`src/hw/rtl/jsu_pkg.sv`:
```
package jsu_pkg;

    // Decoder phase: what the next byte means
    typedef enum logic [2:0] {
        PH_WAIT,
        PH_BODY,
        PH_ESC,
        PH_HEX,
        PH_UTF
    } t_phase;

    // Result kinds
    localparam logic [1:0] KIND_CP    = 2'd0;
    localparam logic [1:0] KIND_CLOSE = 2'd1;
    localparam logic [1:0] KIND_ERR   = 2'd2;

    // Error codes
    localparam logic [2:0] ERR_NONE     = 3'd0;
    localparam logic [2:0] ERR_NO_QUOTE = 3'd1;
    localparam logic [2:0] ERR_ESCAPE   = 3'd2;
    localparam logic [2:0] ERR_HEX      = 3'd3;
    localparam logic [2:0] ERR_LEAD     = 3'd4;
    localparam logic [2:0] ERR_CONT     = 3'd5;
    localparam logic [2:0] ERR_CONTROL  = 3'd6;
    localparam logic [2:0] ERR_NUL      = 3'd7;

    // Characters of interest
    localparam logic [7:0] CH_NUL    = 8'h00;
    localparam logic [7:0] CH_QUOTE  = 8'h22;
    localparam logic [7:0] CH_SLASH  = 8'h2f;
    localparam logic [7:0] CH_BSLASH = 8'h5c;
    localparam logic [7:0] CH_B      = 8'h62;
    localparam logic [7:0] CH_F      = 8'h66;
    localparam logic [7:0] CH_N      = 8'h6e;
    localparam logic [7:0] CH_R      = 8'h72;
    localparam logic [7:0] CH_T      = 8'h74;
    localparam logic [7:0] CH_U      = 8'h75;

    localparam int CP_W = 21;

    typedef struct packed {
        t_phase          phase;
        logic [1:0]      remaining;
        logic [CP_W-1:0] accumulator;
    } t_state;

    typedef struct packed {
        logic            emit;
        logic [1:0]      kind;
        logic [CP_W-1:0] cp_value;
        logic [2:0]      error_code;
    } t_result;

    localparam t_state STATE_RESET = '{phase: PH_WAIT, remaining: 2'd0, accumulator: '0};

    // Returns {valid, value} for one hex digit
    function automatic logic [4:0] hex_digit(input logic [7:0] b);
        logic [4:0] v;
        v = '0;
        if (b inside {[8'h30:8'h39]}) begin
            v = {1'b1, b[3:0]};
        end else if (b inside {[8'h61:8'h66], [8'h41:8'h46]}) begin
            v = {1'b1, b[3:0] + 4'd9};
        end
        return v;
    endfunction

    function automatic logic is_control(input logic [CP_W-1:0] cp);
        return (cp <= 21'h1f) || (cp == 21'h7f);
    endfunction

endpackage

```
`src/hw/rtl/jsu_if.sv`:
```
interface jsu_byte_if;
    logic       valid;
    logic       ready;
    logic [7:0] in_byte;

    modport source (output valid, output in_byte, input ready);
    modport sink (input valid, input in_byte, output ready);
endinterface

interface jsu_result_if;
    logic        valid;
    logic        ready;
    logic [1:0]  result_kind;
    logic [20:0] cp_value;
    logic [2:0]  error_code;

    modport source (output valid, output result_kind, output cp_value, output error_code,
                    input ready);
    modport sink (input valid, input result_kind, input cp_value, input error_code,
                  output ready);
endinterface

```
`src/hw/rtl/jsu_step.sv`:
```
module jsu_step (
    input  logic [7:0]       i_byte,
    input  jsu_pkg::t_state  i_state,
    output jsu_pkg::t_state  o_state,
    output jsu_pkg::t_result o_res
);

    logic [4:0]                 w_hex;
    logic [jsu_pkg::CP_W-1:0]   w_utf_acc;
    logic [jsu_pkg::CP_W-1:0]   w_hex_acc;
    logic [1:0]                 w_rem_dec;

    assign w_hex     = jsu_pkg::hex_digit(i_byte);
    assign w_utf_acc = {i_state.accumulator[jsu_pkg::CP_W-7:0], i_byte[5:0]};
    assign w_hex_acc = {i_state.accumulator[jsu_pkg::CP_W-5:0], w_hex[3:0]};
    assign w_rem_dec = i_state.remaining - 2'd1;

    always_comb begin
        o_state = i_state;
        o_res   = '0;
        case (i_state.phase)
            jsu_pkg::PH_BODY: begin
                if (i_byte == jsu_pkg::CH_QUOTE) begin
                    o_state.phase = jsu_pkg::PH_WAIT;
                    o_res.emit    = 1'b1;
                    o_res.kind    = jsu_pkg::KIND_CLOSE;
                end else if (i_byte == jsu_pkg::CH_BSLASH) begin
                    o_state.phase = jsu_pkg::PH_ESC;
                end else if (i_byte == jsu_pkg::CH_NUL) begin
                    o_state          = jsu_pkg::STATE_RESET;
                    o_res.emit       = 1'b1;
                    o_res.kind       = jsu_pkg::KIND_ERR;
                    o_res.error_code = jsu_pkg::ERR_NUL;
                end else if (!i_byte[7]) begin
                    o_res.emit = 1'b1;
                    if (jsu_pkg::is_control({13'd0, i_byte})) begin
                        o_state          = jsu_pkg::STATE_RESET;
                        o_res.kind       = jsu_pkg::KIND_ERR;
                        o_res.error_code = jsu_pkg::ERR_CONTROL;
                    end else begin
                        o_res.kind     = jsu_pkg::KIND_CP;
                        o_res.cp_value = {13'd0, i_byte};
                    end
                end else if (i_byte[7:5] == 3'b110) begin
                    o_state.phase       = jsu_pkg::PH_UTF;
                    o_state.remaining   = 2'd1;
                    o_state.accumulator = {16'd0, i_byte[4:0]};
                end else if (i_byte[7:4] == 4'b1110) begin
                    o_state.phase       = jsu_pkg::PH_UTF;
                    o_state.remaining   = 2'd2;
                    o_state.accumulator = {17'd0, i_byte[3:0]};
                end else if (i_byte[7:3] == 5'b11110) begin
                    o_state.phase       = jsu_pkg::PH_UTF;
                    o_state.remaining   = 2'd3;
                    o_state.accumulator = {18'd0, i_byte[2:0]};
                end else begin
                    o_state          = jsu_pkg::STATE_RESET;
                    o_res.emit       = 1'b1;
                    o_res.kind       = jsu_pkg::KIND_ERR;
                    o_res.error_code = jsu_pkg::ERR_LEAD;
                end
            end

            jsu_pkg::PH_UTF: begin
                if (i_byte == jsu_pkg::CH_NUL || i_byte[7:6] != 2'b10) begin
                    o_state          = jsu_pkg::STATE_RESET;
                    o_res.emit       = 1'b1;
                    o_res.kind       = jsu_pkg::KIND_ERR;
                    o_res.error_code = (i_byte == jsu_pkg::CH_NUL) ? jsu_pkg::ERR_NUL
                                                                   : jsu_pkg::ERR_CONT;
                end else if (w_rem_dec != 2'd0) begin
                    o_state.remaining   = w_rem_dec;
                    o_state.accumulator = w_utf_acc;
                end else begin
                    o_state       = jsu_pkg::STATE_RESET;
                    o_state.phase = jsu_pkg::PH_BODY;
                    o_res.emit    = 1'b1;
                    if (jsu_pkg::is_control(w_utf_acc)) begin
                        // overlong form of a control character
                        o_state          = jsu_pkg::STATE_RESET;
                        o_res.kind       = jsu_pkg::KIND_ERR;
                        o_res.error_code = jsu_pkg::ERR_CONTROL;
                    end else begin
                        o_res.kind     = jsu_pkg::KIND_CP;
                        o_res.cp_value = w_utf_acc;
                    end
                end
            end

            jsu_pkg::PH_ESC: begin
                o_state.phase = jsu_pkg::PH_BODY;
                o_res.emit    = 1'b1;
                o_res.kind    = jsu_pkg::KIND_CP;
                case (i_byte)
                    jsu_pkg::CH_QUOTE:  o_res.cp_value = {13'd0, jsu_pkg::CH_QUOTE};
                    jsu_pkg::CH_BSLASH: o_res.cp_value = {13'd0, jsu_pkg::CH_BSLASH};
                    jsu_pkg::CH_SLASH:  o_res.cp_value = {13'd0, jsu_pkg::CH_SLASH};
                    jsu_pkg::CH_B:      o_res.cp_value = 21'h08;
                    jsu_pkg::CH_F:      o_res.cp_value = 21'h0c;
                    jsu_pkg::CH_N:      o_res.cp_value = 21'h0a;
                    jsu_pkg::CH_R:      o_res.cp_value = 21'h0d;
                    jsu_pkg::CH_T:      o_res.cp_value = 21'h09;
                    jsu_pkg::CH_U: begin
                        o_state.phase       = jsu_pkg::PH_HEX;
                        o_state.remaining   = 2'd3;
                        o_state.accumulator = '0;
                        o_res.emit          = 1'b0;
                    end
                    jsu_pkg::CH_NUL: begin
                        o_state          = jsu_pkg::STATE_RESET;
                        o_res.kind       = jsu_pkg::KIND_ERR;
                        o_res.error_code = jsu_pkg::ERR_NUL;
                    end
                    default: begin
                        o_state          = jsu_pkg::STATE_RESET;
                        o_res.kind       = jsu_pkg::KIND_ERR;
                        o_res.error_code = jsu_pkg::ERR_ESCAPE;
                    end
                endcase
            end

            jsu_pkg::PH_HEX: begin
                if (i_byte == jsu_pkg::CH_NUL || !w_hex[4]) begin
                    o_state          = jsu_pkg::STATE_RESET;
                    o_res.emit       = 1'b1;
                    o_res.kind       = jsu_pkg::KIND_ERR;
                    o_res.error_code = (i_byte == jsu_pkg::CH_NUL) ? jsu_pkg::ERR_NUL
                                                                   : jsu_pkg::ERR_HEX;
                end else if (i_state.remaining != 2'd0) begin
                    o_state.remaining   = w_rem_dec;
                    o_state.accumulator = w_hex_acc;
                end else begin
                    o_state        = jsu_pkg::STATE_RESET;
                    o_state.phase  = jsu_pkg::PH_BODY;
                    o_res.emit     = 1'b1;
                    o_res.kind     = jsu_pkg::KIND_CP;
                    o_res.cp_value = w_hex_acc;
                end
            end

            default: begin
                // waiting for the opening quote
                o_state = jsu_pkg::STATE_RESET;
                if (i_byte == jsu_pkg::CH_QUOTE) begin
                    o_state.phase = jsu_pkg::PH_BODY;
                end else begin
                    o_res.emit       = 1'b1;
                    o_res.kind       = jsu_pkg::KIND_ERR;
                    o_res.error_code = jsu_pkg::ERR_NO_QUOTE;
                end
            end
        endcase
    end

endmodule

```
`src/hw/rtl/json_string_unescaper.sv`:
```
// Channel    Dir  Interface      Word contents
// ---------  ---  -------------  -----------------------------------------------
// i_byte     in   jsu_byte_if    in_byte: next raw byte of the quoted string
// o_result   out  jsu_result_if  result_kind, cp_value, error_code
//
// One byte word per cycle is taken while i_byte.ready is high; the decoder
// state update is a combinational step between the input register and the
// result register, which holds the result word of an accepted byte.
// Reset (synchronous, active low) empties both registers and returns the
// decoder to waiting for an opening quote.
// A stall on o_result holds the result register; one further byte waits in the
// input register, then i_byte.ready drops until the result is taken.
module json_string_unescaper (
    input  logic                i_clk,
    input  logic                i_rst_n,
    jsu_byte_if.sink            i_byte,
    jsu_result_if.source        o_result
);

    // Input register stage
    logic                       r_in_valid;
    logic [7:0]                 r_in_byte;

    // Decoder state and its next value from the step logic
    jsu_pkg::t_state            r_state;
    jsu_pkg::t_state            n_state;
    jsu_pkg::t_result           w_res;

    // Result register stage
    logic                       r_out_valid;
    logic [1:0]                 r_out_kind;
    logic [jsu_pkg::CP_W-1:0]   r_out_cp;
    logic [2:0]                 r_out_err;

    // Advance the result stage when it is empty or being drained
    logic                       w_adv;
    // Decode the held byte and commit its state update
    logic                       w_step;

    assign w_adv        = !r_out_valid || o_result.ready;
    assign w_step       = r_in_valid && w_adv;
    assign i_byte.ready = !r_in_valid || w_adv;

    jsu_step u_step (
        .i_byte  (r_in_byte),
        .i_state (r_state),
        .o_state (n_state),
        .o_res   (w_res)
    );

    // Control: valid flags and decoder state
    always_ff @(posedge i_clk) begin
        if (!i_rst_n) begin
            r_in_valid  <= 1'b0;
            r_out_valid <= 1'b0;
            r_state     <= jsu_pkg::STATE_RESET;
        end else begin
            if (i_byte.ready) begin
                r_in_valid <= i_byte.valid;
            end
            if (w_step) begin
                r_state <= n_state;
            end
            if (w_adv) begin
                // bytes that only advance the state leave the result stage empty
                r_out_valid <= w_step && w_res.emit;
            end
        end
    end

    // Payload: no reset needed
    always_ff @(posedge i_clk) begin
        if (i_byte.valid && i_byte.ready) begin
            r_in_byte <= i_byte.in_byte;
        end
        if (w_step && w_res.emit) begin
            r_out_kind <= w_res.kind;
            r_out_cp   <= w_res.cp_value;
            r_out_err  <= w_res.error_code;
        end
    end

    assign o_result.valid       = r_out_valid;
    assign o_result.result_kind = r_out_kind;
    assign o_result.cp_value    = r_out_cp;
    assign o_result.error_code  = r_out_err;

    // Only code points carry a value
    a_cp_only_for_cp: assert property (@(posedge i_clk) disable iff (!i_rst_n)
        r_out_valid && r_out_kind != jsu_pkg::KIND_CP |-> r_out_cp == '0)
        else $error("cp_value set on a non code point result");

    // Error code present exactly on error results
    a_err_code: assert property (@(posedge i_clk) disable iff (!i_rst_n)
        r_out_valid |-> ((r_out_kind == jsu_pkg::KIND_ERR) == (r_out_err != jsu_pkg::ERR_NONE)))
        else $error("error_code does not match result_kind");

    // Any error returns the decoder to waiting with cleared state
    a_err_recover: assert property (@(posedge i_clk) disable iff (!i_rst_n)
        w_step && w_res.emit && w_res.kind == jsu_pkg::KIND_ERR |=>
        r_state.phase == jsu_pkg::PH_WAIT && r_state.remaining == 2'd0
        && r_state.accumulator == '0)
        else $error("decoder not back to waiting after an error");

    // A pending UTF-8 sequence always has continuation bytes due
    a_utf_remaining: assert property (@(posedge i_clk) disable iff (!i_rst_n)
        r_state.phase == jsu_pkg::PH_UTF |-> r_state.remaining != 2'd0)
        else $error("UTF-8 phase with no continuation bytes due");

    // A stalled result is not overwritten
    a_out_hold: assert property (@(posedge i_clk) disable iff (!i_rst_n)
        r_out_valid && !o_result.ready |=> r_out_valid && $stable(r_out_kind)
        && $stable(r_out_cp) && $stable(r_out_err))
        else $error("stalled result changed");

endmodule
```
`src/flat_wrapper.sv`:
```
// flat-port wrapper written by rule: the top's interface ports become plain ports
module json_string_unescaper_flat 
  (i_clk, i_rst_n, i_byte_valid, i_byte_in_byte, i_byte_ready, o_result_valid, o_result_result_kind, o_result_cp_value, o_result_error_code, o_result_ready);
  jsu_byte_if i_byte_i ();
  jsu_result_if o_result_i ();
  input  logic i_clk;
  input  logic i_rst_n;
  input wire logic [$bits(i_byte_i.valid)-1:0] i_byte_valid;
  input wire logic [$bits(i_byte_i.in_byte)-1:0] i_byte_in_byte;
  output wire logic [$bits(i_byte_i.ready)-1:0] i_byte_ready;
  output wire logic [$bits(o_result_i.valid)-1:0] o_result_valid;
  output wire logic [$bits(o_result_i.result_kind)-1:0] o_result_result_kind;
  output wire logic [$bits(o_result_i.cp_value)-1:0] o_result_cp_value;
  output wire logic [$bits(o_result_i.error_code)-1:0] o_result_error_code;
  input wire logic [$bits(o_result_i.ready)-1:0] o_result_ready;
  assign i_byte_i.valid = i_byte_valid;
  assign i_byte_i.in_byte = i_byte_in_byte;
  assign i_byte_ready = i_byte_i.ready;
  assign o_result_valid = o_result_i.valid;
  assign o_result_result_kind = o_result_i.result_kind;
  assign o_result_cp_value = o_result_i.cp_value;
  assign o_result_error_code = o_result_i.error_code;
  assign o_result_i.ready = o_result_ready;
  json_string_unescaper u_core (.i_clk(i_clk), .i_rst_n(i_rst_n), .i_byte(i_byte_i), .o_result(o_result_i));
endmodule
```
`config.mk`:
```
export PLATFORM = sky130hd
export DESIGN_NAME = json_string_unescaper_flat
export DESIGN_NICKNAME = d
export VERILOG_FILES = /design/src/hw/rtl/jsu_pkg.sv /design/src/hw/rtl/jsu_if.sv /design/src/hw/rtl/jsu_step.sv /design/src/hw/rtl/json_string_unescaper.sv /design/src/flat_wrapper.sv
export SDC_FILE = /design/constraint.sdc
export NUM_CORES = 1
export LEC_CHECK = 0
export ABC_AREA = 1
export BUFFER_PORTS_ARGS = -buffer_cell sky130_fd_sc_hd__buf_2
export CAP_MARGIN = 10
export CORE_ASPECT_RATIO = 1.1
export CORE_MARGIN = 5
export CORE_UTILIZATION = 35
export CTS_CLUSTER_DIAMETER = 100
export CTS_CLUSTER_SIZE = 20
export DETAILED_ROUTE_END_ITERATION = 10
export SLEW_MARGIN = 30
export SYNTH_ARGS = -nofsm -noshare
export SYNTH_HDL_FRONTEND = slang
export SYNTH_HIERARCHICAL = 1
export SYNTH_SLANG_ARGS = --single-unit
```
`constraint.sdc`:
```
create_clock -name i_clk -period 9.5 [get_ports i_clk]
set_input_delay 0.95 -clock i_clk [delete_from_list [all_inputs] [get_ports i_clk]]
set_output_delay 0.95 -clock i_clk [all_outputs]
set_load 0.05 [all_outputs]
```
==> metrics.yaml <==
status: "finished clean"
synthCells: 591
avgSynthCellArea_um2: 6.857
nNetsFinal: 639
critPathMaxStageDelay_ps: 530
grt_max_degree: 47
finalMaxSlewViolations: 0
grt_pass1_vias: 3618
grt_overflow: 0
fp.dieH_um: 122.9
vias: 3870
dr.pass1.iters: 4
critPathMaxFanout: 26
hold_viol: 0
dp_cells: 758
rsz0062_at_grt: "false"
grt_first_pass_wirelength_um: 18900
io_pins: 40
fmax_ghz: 0.3597
hold_path_class: "reg2reg"
fill_cells: 1227
ir_worst_vdd_uv: 61.44
final.setup_skew_ps: 12.43
area_delta_synth_final_pct: 12.97
cts_made_buffers: 9
multi_input_area_um2: 1984
min_period_over_period_pct: 29.27
start_util_pct: 35.59
critPathLaunchType: "flip-flop"
die_area_um2: 13830
fin_total_pwr_mw: 0.7615
worst_pin_slew_ps: 695.5
viasPerCell: 5.000
post_cts_buffers: 0
grt.total_usage_pct: 17.33
drc_errors: 0
ys_warn_count: 6
cts.path.max_buffers: 2
drt-initial-drc-count: 296
crit_chain: "inv_1, ha_1, nand2_1, nand3_1, nand2_2, nand2_2, nand2_1, a21oi_1, nand4_1, inv_1, nor2_4"
num_rows: 41
portBuffers: 39
place_ws_ps: 6741
maxCapViolCount: 0
synth.cell_area_um2: 4053
wl_um: 11610
placeableCoreArea_um2: 11390
cts_tree: "yes"
clkSinkCount: 58
wl_per_cell_um: 14.99
post_cts_resized: 0
ant_nets: 0
diodes: 0
cp_top_family: "simple AND/OR/NAND/NOR gates"
critPathBufInv: 2
cp.arrival_ps: 2730
antenna_found_initial: 0
regArea_um2: 1501
drive_gt1_share_pct: 14.90
fin_tns_setup_ps: 0
cellPowerDensity_nw_per_um2: 166.3
dp.final_hpwl_um: 8793
root_buffer: "clkbuf_16"
ctsHoldBuffers: 0
critPathSlowestCell: "nor2_4"
worstPathRequired_ps: 9450
final.setup.worst_slack_ps: 6720
syn_nets: 611
gp_congestion: 0.9049
fin_crit_ps: 2780
fin_hold_ws_ps: 514.9
p_leak_nw: 2.028
insertion_delay_ps: 330
critPathCaptureType: "flip-flop"
clk_pin_slew_ps: 50
relSlewSlack_pct: 53.28
finalNonFillerCells: 774
htreeDepth: 3
setup_viol: 0
die_w_um: 112.6
crit_type: "reg2reg"
## worst paths after layout
| kind | start | endpoint | slack [ps] | depth (start not counted) |
|---|---|---|---|---|
| worst max-delay path | u_core/r_in_byte[0] | u_core/o_result.cp_value[6] | 6720 | 11 |
| worst min-delay path | u_core/r_state[15] | u_core/r_state[15] | 510 | 2 |
| worst max register to register | u_core/r_in_byte[0] | u_core/o_result.cp_value[6] | 6720 | 11 |
| worst min register to register | u_core/r_state[15] | u_core/r_state[15] | 510 | 2 |
## worst min-delay path, delay by kind of cell, from the launching register on
kind	cells	cell delay (ps)
AO/OA/AOI/OAI	1	50
flip-flops	1	350
AND/OR/NAND/NOR	1	80
## metal layers
metal	wire length (µm)	vias to the layer above	track usage, %
met5	0	-	0
met4	283	0	6.837
met3	611	17	2.811
met2	5362	113	28.19
met1	5348	1782	23.07
li1	-	1958	-
## layout by cell type (no fill, tap or decap), drive strengths merged, types with 3 or more instances in the layout
cell type	instances
a21oi	34
buf	42
clkbuf	9
dfxtp	24
edfxtp	34
ha	8
inv	98
nand2	174
nand3	66
nand4	9
nor2	73
nor3	3
o21ai	20
o22ai	13
## stage by stage
stage               util [%]  instance area, µm²
floorplan                  -                4053
global placement       37.37                4255
detailed placement     37.41                4260
CTS                    40.20                4578
global route           40.20                4578
finish                 40.20                4578
## layout make-up
cell class	instances	area share, %
Clock buffer	9	4.919
Tap cell	150	4.099
Timing Repair Buffer	42	4.755
Inverter	97	8.062
Sequential cell	58	32.80
Multi-Input combinational cell	411	43.35
Clock inverter	7	2.022
## state kept, by name (all words and copies together) (netlist names)
name and flops:
u_core/r_in_byte 8, u_core/o_result.cp_value 21, u_core/o_result.result_kind 2, u_core/r_in_valid 1, u_core/o_result.error_code 3, u_core/o_result.valid 1
u_core/r_state 22
## where the power goes
part	internal, mW	switching (mW)	total, mW
clock network	0.229	0.115	0.344
registers	0.284	0.0165	0.300
logic	0.0302	0.0869	0.117
Power figures use the tool's default switching activity.
